--- src/hw/rtl/srt_pkg.sv ---
`default_nettype none

package srt_pkg;

  localparam int MAX_TASKS = 16;
  localparam int IDX_W     = (MAX_TASKS > 1) ? $clog2(MAX_TASKS) : 1;
  localparam int SLOT_W    = 4;
  localparam int VAL_W     = 16;
  localparam int TIME_W    = 32;
  localparam int CNT_W     = 5;
  localparam int ACC_W     = 48;
  localparam int CMP_W     = (IDX_W > SLOT_W) ? IDX_W : SLOT_W;

  localparam logic [TIME_W-1:0] TIME_MAX  = '1;
  localparam logic [ACC_W-1:0]  ACC_MAX   = '1;
  localparam logic [CNT_W-1:0]  COUNT_MAX = '1;

  localparam logic OP_LOAD = 1'b0;
  localparam logic OP_TICK = 1'b1;

  typedef enum logic [2:0] {
    ST_IDLE,
    ST_SCAN,
    ST_TURN,
    ST_WAIT,
    ST_COMMIT
  } srt_state_t;

  // Best candidate so far, passed from cell to cell.
  typedef struct packed {
    logic              found;
    logic [IDX_W-1:0]  idx;
    logic [VAL_W-1:0]  rem;
    logic [VAL_W-1:0]  arr;
    logic [VAL_W-1:0]  burst;
  } srt_token_t;

  typedef struct packed {
    logic load;
    logic dec;
  } srt_cell_ctrl_t;

  typedef struct packed {
    logic ready;
    logic turn;
    logic wait_en;
    logic commit;
  } srt_fsm_out_t;

endpackage

`default_nettype wire

--- src/hw/rtl/srt_cell.sv ---
`default_nettype none

module srt_cell
  import srt_pkg::*;
(
  input  wire logic                 clk,
  input  wire logic                 rst,
  input  wire logic [IDX_W-1:0]     cell_index,
  input  wire srt_cell_ctrl_t       ctrl,
  input  wire logic [VAL_W-1:0]     wr_arrival,
  input  wire logic [VAL_W-1:0]     wr_burst,
  input  wire logic [TIME_W-1:0]    clock_time,
  input  wire srt_token_t           tok_in,
  output srt_token_t                tok_out,
  output logic                      pending
);

  logic [VAL_W-1:0] arrival;
  logic [VAL_W-1:0] burst;
  logic [VAL_W-1:0] remaining;
  logic             loaded;
  logic             done;
  logic             eligible;
  logic             take;

  assign pending  = loaded & ~done;
  assign eligible = pending & (TIME_W'(arrival) <= clock_time);
  // <= lets a later cell win a tie
  assign take     = eligible & (~tok_in.found | (remaining <= tok_in.rem));

  always_ff @(posedge clk) begin
    if (rst) begin
      loaded <= 1'b0;
      done   <= 1'b0;
    end else if (ctrl.load) begin
      loaded <= 1'b1;
      done   <= 1'b0;
    end else if (ctrl.dec && remaining <= VAL_W'(1)) begin
      done <= 1'b1;
    end
  end

  always_ff @(posedge clk) begin
    if (ctrl.load) begin
      arrival   <= wr_arrival;
      burst     <= wr_burst;
      remaining <= wr_burst;
    end else if (ctrl.dec && remaining != '0) begin
      remaining <= remaining - VAL_W'(1);
    end
  end

  always_ff @(posedge clk) begin
    if (take) begin
      tok_out <= '{found: 1'b1, idx: cell_index, rem: remaining, arr: arrival, burst: burst};
    end else begin
      tok_out <= tok_in;
    end
  end

endmodule

`default_nettype wire

--- src/hw/rtl/srt_ctrl.sv ---
`default_nettype none

module srt_ctrl
  import srt_pkg::*;
(
  input  wire logic    clk,
  input  wire logic    rst,
  input  wire logic    accept,
  input  wire logic    operation,
  input  wire logic    out_free,
  output srt_fsm_out_t fsm
);

  srt_state_t       state;
  srt_state_t       state_next;
  logic [IDX_W-1:0] cnt;
  logic [IDX_W-1:0] cnt_next;

  always_ff @(posedge clk) begin
    if (rst) begin
      state <= ST_IDLE;
      cnt   <= '0;
    end else begin
      state <= state_next;
      cnt   <= cnt_next;
    end
  end

  always_comb begin
    state_next = state;
    cnt_next   = cnt;
    unique case (state)
      ST_IDLE: begin
        cnt_next = '0;
        if (accept) begin
          state_next = (operation == OP_TICK) ? ST_SCAN : ST_COMMIT;
        end
      end
      ST_SCAN: begin
        cnt_next = cnt + IDX_W'(1);
        if (cnt == IDX_W'(MAX_TASKS - 1)) begin
          state_next = ST_TURN;
        end
      end
      ST_TURN:   state_next = ST_WAIT;
      ST_WAIT:   state_next = ST_COMMIT;
      ST_COMMIT: begin
        if (out_free) begin
          state_next = ST_IDLE;
        end
      end
      default:   state_next = ST_IDLE;
    endcase
  end

  always_comb begin
    fsm = '0;
    unique case (state)
      ST_IDLE:   fsm.ready   = 1'b1;
      ST_SCAN:   fsm.ready   = 1'b0;
      ST_TURN:   fsm.turn    = 1'b1;
      ST_WAIT:   fsm.wait_en = 1'b1;
      ST_COMMIT: fsm.commit  = out_free;
      default:   fsm = '0;
    endcase
  end

endmodule

`default_nettype wire

--- src/hw/rtl/shortest_remaining_time_scheduler.sv ---
`default_nettype none

// Preemptive shortest-remaining-time-first scheduler over MAX_TASKS task slots.
// Each request is a load (write a slot with arrival time and burst length; a
// zero burst is stored as one, a slot at or beyond MAX_TASKS is ignored) or a
// tick (run the eligible task with least remaining time, highest slot on a tie,
// then advance time). Exactly one result comes back per request, carrying the
// chosen slot, the finish data of a task that completed on this tick, and the
// saturating time, finish count and turnaround and wait totals. The slots sit in
// a row of cells; a best-candidate token walks the row one cell per clock. A tick
// goes through an accept step, a scan while the token passes the row, then
// turnaround, wait and commit stages; a load goes from accept straight to commit.
// The result sits in an output register, so the block returns to ready as soon
// as that register is free. After reset every slot is empty and the block is
// ready at once.
module shortest_remaining_time_scheduler
  import srt_pkg::*;
(
  input  wire logic         clk,
  input  wire logic         rst,
  input  wire logic         s_tvalid,
  output logic              s_tready,
  // [3:0] task_slot, [19:4] task_arrival, [35:20] task_burst, [39:36] zero
  input  wire logic [39:0]  s_tdata,
  // [0] operation
  input  wire logic [0:0]   s_tuser,
  output logic              m_tvalid,
  input  wire logic         m_tready,
  // [0] ran_task, [4:1] chosen_slot, [5] task_finished, [37:6] finish_turnaround,
  // [69:38] finish_wait, [101:70] time_now, [106:102] finished_count,
  // [154:107] turnaround_sum, [202:155] wait_sum, [203] all_finished, [207:204] zero
  output logic [207:0]      m_tdata
);

  // Input field unpacking
  logic [SLOT_W-1:0] in_slot;
  logic [VAL_W-1:0]  in_arrival;
  logic [VAL_W-1:0]  in_burst;
  logic [VAL_W-1:0]  wr_burst;
  logic              accept;
  logic              out_free;
  srt_fsm_out_t      fsm;

  assign in_slot    = s_tdata[3:0];
  assign in_arrival = s_tdata[19:4];
  assign in_burst   = s_tdata[35:20];
  assign wr_burst   = (in_burst == '0) ? VAL_W'(1) : in_burst;
  // Hold off requests while reset is asserted
  assign s_tready   = fsm.ready & ~rst;
  assign accept     = s_tvalid & s_tready;
  assign out_free   = ~m_tvalid | m_tready;

  srt_ctrl u_ctrl (
    .clk       (clk),
    .rst       (rst),
    .accept    (accept),
    .operation (s_tuser[0]),
    .out_free  (out_free),
    .fsm       (fsm)
  );

  // Global state
  logic              op_reg;
  logic [TIME_W-1:0] clock_time;
  logic [CNT_W-1:0]  done_total;
  logic [ACC_W-1:0]  turnaround_acc;
  logic [ACC_W-1:0]  wait_acc;
  logic [TIME_W-1:0] tat;
  logic [TIME_W-1:0] wt;

  // Cell row; token enters empty at cell 0 and leaves the last cell as the winner
  srt_token_t           tok [MAX_TASKS+1];
  srt_token_t           win;
  logic [MAX_TASKS-1:0] pending_vec;
  logic [MAX_TASKS-1:0] fin_vec;
  logic                 is_tick;
  logic                 finishing;

  assign tok[0]    = '0;
  assign win       = tok[MAX_TASKS];
  assign is_tick   = (op_reg == OP_TICK);
  // remaining never drops below one on a pending task, so one more step ends it
  assign finishing = is_tick & win.found & (win.rem <= VAL_W'(1));

  for (genvar i = 0; i < MAX_TASKS; i++) begin : g_cell
    srt_cell_ctrl_t cctrl;

    assign cctrl.load = accept & (s_tuser[0] == OP_LOAD) & (CMP_W'(in_slot) == CMP_W'(i));
    assign cctrl.dec  = fsm.commit & is_tick & win.found & (win.idx == IDX_W'(i));
    assign fin_vec[i] = finishing & (win.idx == IDX_W'(i));

    srt_cell u_cell (
      .clk        (clk),
      .rst        (rst),
      .cell_index (IDX_W'(i)),
      .ctrl       (cctrl),
      .wr_arrival (in_arrival),
      .wr_burst   (wr_burst),
      .clock_time (clock_time),
      .tok_in     (tok[i]),
      .tok_out    (tok[i+1]),
      .pending    (pending_vec[i])
    );
  end

  // Latch the kind of request for the rest of its run
  always_ff @(posedge clk) begin
    if (accept) begin
      op_reg <= s_tuser[0];
    end
  end

  // Turnaround against the advanced (saturating) time, then the wait from it
  always_ff @(posedge clk) begin
    if (fsm.turn) begin
      tat <= clock_time - TIME_W'(win.arr) + TIME_W'(clock_time != TIME_MAX);
    end
    if (fsm.wait_en) begin
      wt <= (tat >= TIME_W'(win.burst)) ? tat - TIME_W'(win.burst) : '0;
    end
  end

  // Commit values
  logic [TIME_W-1:0] time_next;
  logic [CNT_W-1:0]  count_next;
  logic [ACC_W:0]    tsum_raw;
  logic [ACC_W:0]    wsum_raw;
  logic [ACC_W-1:0]  tsum_next;
  logic [ACC_W-1:0]  wsum_next;
  logic [IDX_W+SLOT_W-1:0] idx_ext;

  assign tsum_raw = {1'b0, turnaround_acc} + (ACC_W+1)'(tat);
  assign wsum_raw = {1'b0, wait_acc} + (ACC_W+1)'(wt);
  assign idx_ext  = {{SLOT_W{1'b0}}, win.idx};

  always_comb begin
    time_next  = clock_time;
    count_next = done_total;
    tsum_next  = turnaround_acc;
    wsum_next  = wait_acc;
    if (is_tick && clock_time != TIME_MAX) begin
      time_next = clock_time + TIME_W'(1);
    end
    if (finishing) begin
      if (done_total != COUNT_MAX) begin
        count_next = done_total + CNT_W'(1);
      end
      tsum_next = tsum_raw[ACC_W] ? ACC_MAX : tsum_raw[ACC_W-1:0];
      wsum_next = wsum_raw[ACC_W] ? ACC_MAX : wsum_raw[ACC_W-1:0];
    end
  end

  always_ff @(posedge clk) begin
    if (rst) begin
      clock_time     <= '0;
      done_total     <= '0;
      turnaround_acc <= '0;
      wait_acc       <= '0;
    end else if (fsm.commit) begin
      clock_time     <= time_next;
      done_total     <= count_next;
      turnaround_acc <= tsum_next;
      wait_acc       <= wsum_next;
    end
  end

  // Output register; hold the result until it is taken
  always_ff @(posedge clk) begin
    if (rst) begin
      m_tvalid <= 1'b0;
    end else if (fsm.commit) begin
      m_tvalid <= 1'b1;
    end else if (m_tready) begin
      m_tvalid <= 1'b0;
    end
  end

  always_ff @(posedge clk) begin
    if (fsm.commit) begin
      m_tdata[0]       <= is_tick & win.found;
      m_tdata[4:1]     <= (is_tick & win.found) ? idx_ext[SLOT_W-1:0] : '0;
      m_tdata[5]       <= finishing;
      m_tdata[37:6]    <= finishing ? tat : '0;
      m_tdata[69:38]   <= finishing ? wt : '0;
      m_tdata[101:70]  <= time_next;
      m_tdata[106:102] <= count_next;
      m_tdata[154:107] <= tsum_next;
      m_tdata[202:155] <= wsum_next;
      m_tdata[203]     <= ~|(pending_vec & ~fin_vec);
      m_tdata[207:204] <= '0;
    end
  end

`ifndef ASSERT_OFF
  a_result_from_commit: assert property (@(posedge clk) disable iff (rst)
    $rose(m_tvalid) |-> $past(fsm.commit))
    else $error("result appeared without a commit");

  a_time_monotonic: assert property (@(posedge clk) disable iff (rst)
    !rst |=> clock_time >= $past(clock_time))
    else $error("time went backward");

  a_winner_pending: assert property (@(posedge clk) disable iff (rst)
    fsm.commit && is_tick && win.found |-> pending_vec[win.idx])
    else $error("chosen slot is not a pending task");

  a_finish_counts: assert property (@(posedge clk) disable iff (rst)
    fsm.commit && finishing && done_total != COUNT_MAX |=>
      done_total == $past(done_total) + CNT_W'(1))
    else $error("finish count did not advance");
`endif

endmodule

`default_nettype wire
--- config.mk ---
export PLATFORM = sky130hd
export DESIGN_NAME = shortest_remaining_time_scheduler
export DESIGN_NICKNAME = d
export VERILOG_FILES = /design/src/hw/rtl/srt_pkg.sv /design/src/hw/rtl/srt_cell.sv /design/src/hw/rtl/srt_ctrl.sv /design/src/hw/rtl/shortest_remaining_time_scheduler.sv
export SDC_FILE = /design/constraint.sdc
export NUM_CORES = 2
export LEC_CHECK = 0
export BUFFER_PORTS_ARGS = -buffer_cell sky130_fd_sc_hd__buf_2
export CAP_MARGIN = 20
export CORE_MARGIN = 2
export CORE_UTILIZATION = 60
export DETAILED_ROUTE_END_ITERATION = 7
export PLACE_DENSITY_LB_ADDON = 0.2
export SYNTH_ARGS = -nofsm -noshare
export SYNTH_HDL_FRONTEND = slang
export SYNTH_SLANG_ARGS = --single-unit
export TNS_END_PERCENT = 50
--- constraint.sdc ---
create_clock -name clk -period 11.4 [get_ports clk]
set_clock_uncertainty 0.15 [all_clocks]
set_input_delay 2.28 -clock clk [delete_from_list [all_inputs] [get_ports clk]]
set_output_delay 2.28 -clock clk [all_outputs]
set_load 0.005 [all_outputs]
# After elaboration in Yosys (flattened, before gate mapping)
# Index checks and enable logic that the tools add are counted.
# op_classes
mux,68
shift,0
bitwise_logic,154
multipliers,0
reduce_logical,90
addsub,24
div,0
magnitude_cmp,49
eq_ne,40
# ops
op,count
2-to-1 mux 48 bit,19
2-to-1 mux 16 bit,33
less-or-equal comparator 16 x 32 -> 1 bit,16
less-or-equal comparator 16 x 1 -> 1 bit (second input constant),17
nonzero test 16 bit,16
subtractor 16 x 1 -> 16 bit (second input constant),16
less-or-equal comparator 16 bit,15
bitwise AND 1 bit,102
adder 48 x 32 -> 49 bit,2
== test 4 bit (second input constant),17
subtractor 32 x 16 -> 32 bit,2
2-to-1 mux 53 bit,1
nonzero test 2 bit,18
inverter 1 bit,34
logical AND 1 bit,33
adder 32 x 1 -> 32 bit,1
adder 32 x 1 -> 32 bit (second input constant),1
== test 4 x 3 -> 1 bit (second input constant),8
greater-or-equal comparator 32 x 16 -> 1 bit,1
2-to-1 mux 32 bit,1
inequality test 32 bit (second input constant),1
OR reduction 2 bit,16
bitwise AND 16 bit,1
== test 4 x 2 -> 1 bit (second input constant),4
other kinds (22),50
# word_totals
word_cells,598
rom_bits,0
latch_bits,0
mem_count,0
out_inout_bits,210
input_bits,45
ram_bits,0
register_bits,2058

# Depth between registers and ports, before layout
# depth
ltp_word,9
mapped_depth,17

# Cells and area by module
# A second synthesis with hierarchy kept.
# hier_totals
hier_cells,8322
hier_area_um2,96148.5
# by_module_without_submodules
mod,area_per_inst_um2,seq_area_each_um2,cells_per_inst,instances
srt_cell at g_cell[0].u_cell ...,4534.3,2542.4,365,15
shortest_remaining_time_scheduler,23233.5,10760.3,2435,1
srt_cell at g_cell[9].u_cell,4521.8,2542.4,368,1
srt_ctrl,377.9,140.1,44,1

# Least setup slack after synthesis
# Ideal clock, no wire load.
# synth_timing
path_kind,input to register
from,input port m_tready
to,register turnaround_acc[27]
stages,6
slack_ns,2.021
t_arrival_ns,8.795
n_path_buf,2
setup_time_ns,0.435
cell_sequence,nand2b_1 -> nand3_1 -> inv_1 -> clkbuf_1 -> buf_1 -> a211oi_1
# synth_lines
item,line_no,text
start: declaration,shortest_remaining_time_scheduler.sv:28,"input wire logic m_tready,"
end signal: assignment,shortest_remaining_time_scheduler.sv:162,turnaround_acc <= tsum_next;
end: declaration,shortest_remaining_time_scheduler.sv:66,logic [ACC_W-1:0] turnaround_acc;

# Worst setup path after layout
# layout_timing
from,input port rst
to,"register g_cell[9].u_cell.remaining[1], enable pin"
# layout_via
elab_chain_cells,6
# layout_lines
item,line_no,text
start: declaration,shortest_remaining_time_scheduler.sv:20,"input wire logic rst,"
inverter 1 bit,shortest_remaining_time_scheduler.sv:49,assign s_tready = fsm.ready & ~rst;
bitwise AND 1 bit,shortest_remaining_time_scheduler.sv:49,
bitwise AND 1 bit,shortest_remaining_time_scheduler.sv:50,assign accept = s_tvalid & s_tready;
bitwise AND 1 bit (2 in series),shortest_remaining_time_scheduler.sv:88,assign cctrl.load = accept & (s_tuser[0] == OP_LOAD) & (CMP_W'(in_slot) == CMP_W'(i));
nonzero test 2 bit (no line),n/a,
end signal: assignment,srt_cell.sv:47,remaining <= wr_burst;
end signal: assignment,srt_cell.sv:49,remaining <= remaining - VAL_W'(1);
end: declaration,srt_cell.sv:20,logic [VAL_W-1:0] remaining;
# Every way passes these cells.
# A chain may end at the register's enable or synchronous reset.

==> results.tsv <==
stage	metric	value	unit
status	status	finished, final reports clean	
detailed_routing	first_pass_iters	6	
place	portBuffers	246	
worst_setup_path	critPathMaxFanout	43	
global_routing	grt_usage	0.285	
synthesis	seq_area_frac_synth	0.555	
power	p_clk_frac	0.467	
synthesis	synth_largest_area_cell	edfxtp_1	
detailed_routing	post_drt_wl_per_cell	21.8	µm
synthesis	ys_seq_elements	2042	
synthesis	netlist.area_leader.share	0.337	
timing	setup_tns	0	ns
cells_and_area	area_growth	11.7	%
timing	period_minus_slack	5.50	ns
synthesis	syn_avg_cell_area	11.6	µm²
detailed_routing	totalWireLength	227	mm
synthesis	yosys-top-cells-count	edfxtp_1, dfxtp_1, mux2_2, ha_1, nand2_1	
worst_setup_path	crit_type	in2reg	
synthesis	synthXorXnorAreaFrac	0.0362	
synthesis	ys.flop_type	edfxtp_1	
worst_setup_path	critPathBufInv	3	
power	power.internal	12100	µW
global_routing	antenna_found_initial	6	
cts	post-cts-setup-buffers	0	
cts	clockBufferDepth	3	
timing	fmax	182	MHz
cells_and_area	drive_above_1_share	0.175	
cts	clk_pin_slew	0.06	ns
timing	finalHoldViolCount	0	
synthesis	synth_top_family_by_area	simple AND/OR/NAND/NOR gates	
synthesis	synth_edf_count	1037	
worst_setup_path	arrival	5.80	ns
power	seqPwrFrac	0.511	
die	io-pin-count	255	
cells_and_area	utilization	0.676	
power	switching_share	0.205	
cts	cts_resized	0	
detailed_routing	vias_per_cell	5.88	
die	die_w	396	µm
place	hpwl	157	mm
run	maxCapViolations	0	
cells_and_area	final_area	0.103	mm²
die	floorplan.core_area	0.152	mm²
power	power.density	148	mW/mm²
synthesis	yosys.cell_count.top_type	edfxtp_1	
global_routing	grt_overflow	0	
worst_setup_path	cpMaxStageDelayCell	nor3b_1	
cells_and_area	fin_cells	10407	
die	rows	143	
die	fp.dieArea	0.157	mm²
detailed_routing	drtAntennaViolNets	0	
global_routing	grt_max_degree	116	
cts	cts_hold_buf	0	
hold_path	min_path_type	reg2reg	
power	leakagePower	0.0394	µW
worst_setup_path	critPathLaunchType	input port	
synthesis	postSynthCellCount	7936	
synthesis	synth_cell_types	81	
worst_setup_path	cpPeakStageDelay	0.68	ns
power	p_total	15200	µW
place	place_congestion	0.931	
synthesis	synth_warnings	0	
synthesis	synth_compound_area_frac	0.0892	
synthesis	synth_mux_area_frac	0.0894	
worst_setup_path	path_delay_family	simple AND/OR/NAND/NOR gates	
timing	rsz0062_at_grt	no	
synthesis	yosys.area_share.simple	0.108	
detailed_routing	drc	0	
detailed_routing	route.vias.total	61193	
worst_setup_path	endpoint_kind	flop	
cts	cts_buffers	204	
synthesis	synthArstFlopShare	0	
power	p_switching	3120	µW
detailed_routing	first_iter_violations	4665	
synthesis	netlist_area	0.0923	mm²
synthesis	synth_area_leaders	edfxtp_1, dfxtp_1, ha_1	
synthesis	synth-adder-area-share	0.0932	
timing	drv_slew	0	
worst_setup_path	path_common_cell	nand2_1	
cells_and_area	layout.nets	8923	
timing	finalCritPeriodShare	0.482	
cts	cts_root_buf	clkbuf_16	
cts	cts_tree	yes	
power	peakVddDrop	0.160	mV
global_routing	grt_pass1_vias	60850	
worst_setup_path	critPathRequiredTime	11.70	ns
cts	cts.sinks	2042	
die	dieHeight	396	µm
timing	tightestPinTransition	1.11	ns
global_routing	grt_pass1_wl	348	mm
timing	slew_headroom	0.253	
place	place_area	0.0958	mm²
cts	htreeDepth	4	
timing	finalSetupViolations	0	
die	start_util	0.606	
place	dp.cells	10013	
power	p_comb_frac	0.021	
cts	worstSkewPairLatency	0.84	ns
worst_setup_path	path_cells	buf_6 -> nor4_2 -> nand2_1 -> or2_2 -> nor3b_1 -> nand2_1 -> inv_2 -> buf_12 -> a21o_1	
## area by class of cell
cell class / count / area (µm²)
Inverter: 418 / 1580
Clock buffer: 289 / 5900
Timing Repair Buffer: 331 / 1930
Multi-Input combinational cell: 5196 / 38600
Fill cell: 11336 / 49300
Antenna cell: 3 / 7.51
Clock inverter: 98 / 1340
Tap cell: 2030 / 2540
Sequential cell: 2042 / 51300
## sequential cells by signal, summed over array words and instances (netlist names), 48 cells and up
signal and cells:
g_cell.u_cell.tok_out 832, g_cell.u_cell.arrival 256, g_cell.u_cell.burst 256, g_cell.u_cell.remaining 256, m_tdata 204, turnaround_acc 48
wait_acc 48
## logic make-up (layout without fill, tap and decap cells)
kind of cell | after synthesis | in the layout
compound gates | 1331 | 1331
xor+xnor | 382 | 382
fa+ha+maj | 685 | 685
buf+inv | 701 | 1136
flops | 2042 | 2042
mux | 736 | 736
other cells | 1 | 7
simple gates | 2058 | 2058
## placed cells by master (no fill, tap or decap), drive strengths merged, types with 90 or more instances in the layout
master,instances
edfxtp,1037
o21ai,431
a21oi,329
nor3,213
nand3,114
nand2,534
nand2b,90
buf,331
xor2,101
nand4,111
ha,681
dfxtp,1005
nor2,532
clkbuf,289
xnor2,281
inv,433
and2,146
mux2,708
a21o,161
## power groups by stage
stage	combinational (µW)	sequential [µW]	clock (µW)
finish	326	7770	7110
global route	353	7770	7510
CTS	325	7770	7210
detailed placement	322	7930	0
floorplan	184	7930	0
global placement	315	7930	0
## path summary, 6_finish.rpt
check,slack [ns],endpoint,start,cells after the start
setup / recovery,5.90,g_cell[9].u_cell.remaining[1]$_DFFE_PP_,rst,9
hold / removal,0.25,g_cell[11].u_cell.tok_out[49]$_SDFF_PP1_,g_cell[10].u_cell.tok_out[49]$_SDFF_PP1_,1
setup reg to reg,6.30,tat[30]$_DFFE_PP_,clock_time[0]$_SDFFE_PP0P_,18
hold reg to reg,0.25,g_cell[11].u_cell.tok_out[49]$_SDFF_PP1_,g_cell[10].u_cell.tok_out[49]$_SDFF_PP1_,1
## routing by layer
layer	track usage	up-vias	share of wire
met2	0.480	1905	0.48
met1	0.373	29686	0.42
met5	0	-	0.00025
li1	-	29145	-
met3	0.0399	449	0.058
met4	0.114	8	0.038
## metrics by stage
| step | setup slack, ns | hold slack [ns] |
|---|---|---|
| after global routing | 5.75 | 0.262 |
| after detailed placement | 4.91 | 0.242 |
| after global placement | 5.04 | 0.239 |
| after CTS | 5.77 | 0.256 |
| final | 5.90 | 0.251 |
| after floorplan | 2.02 | 0.236 |
No activity file was read; power rests on OpenSTA's default activity.
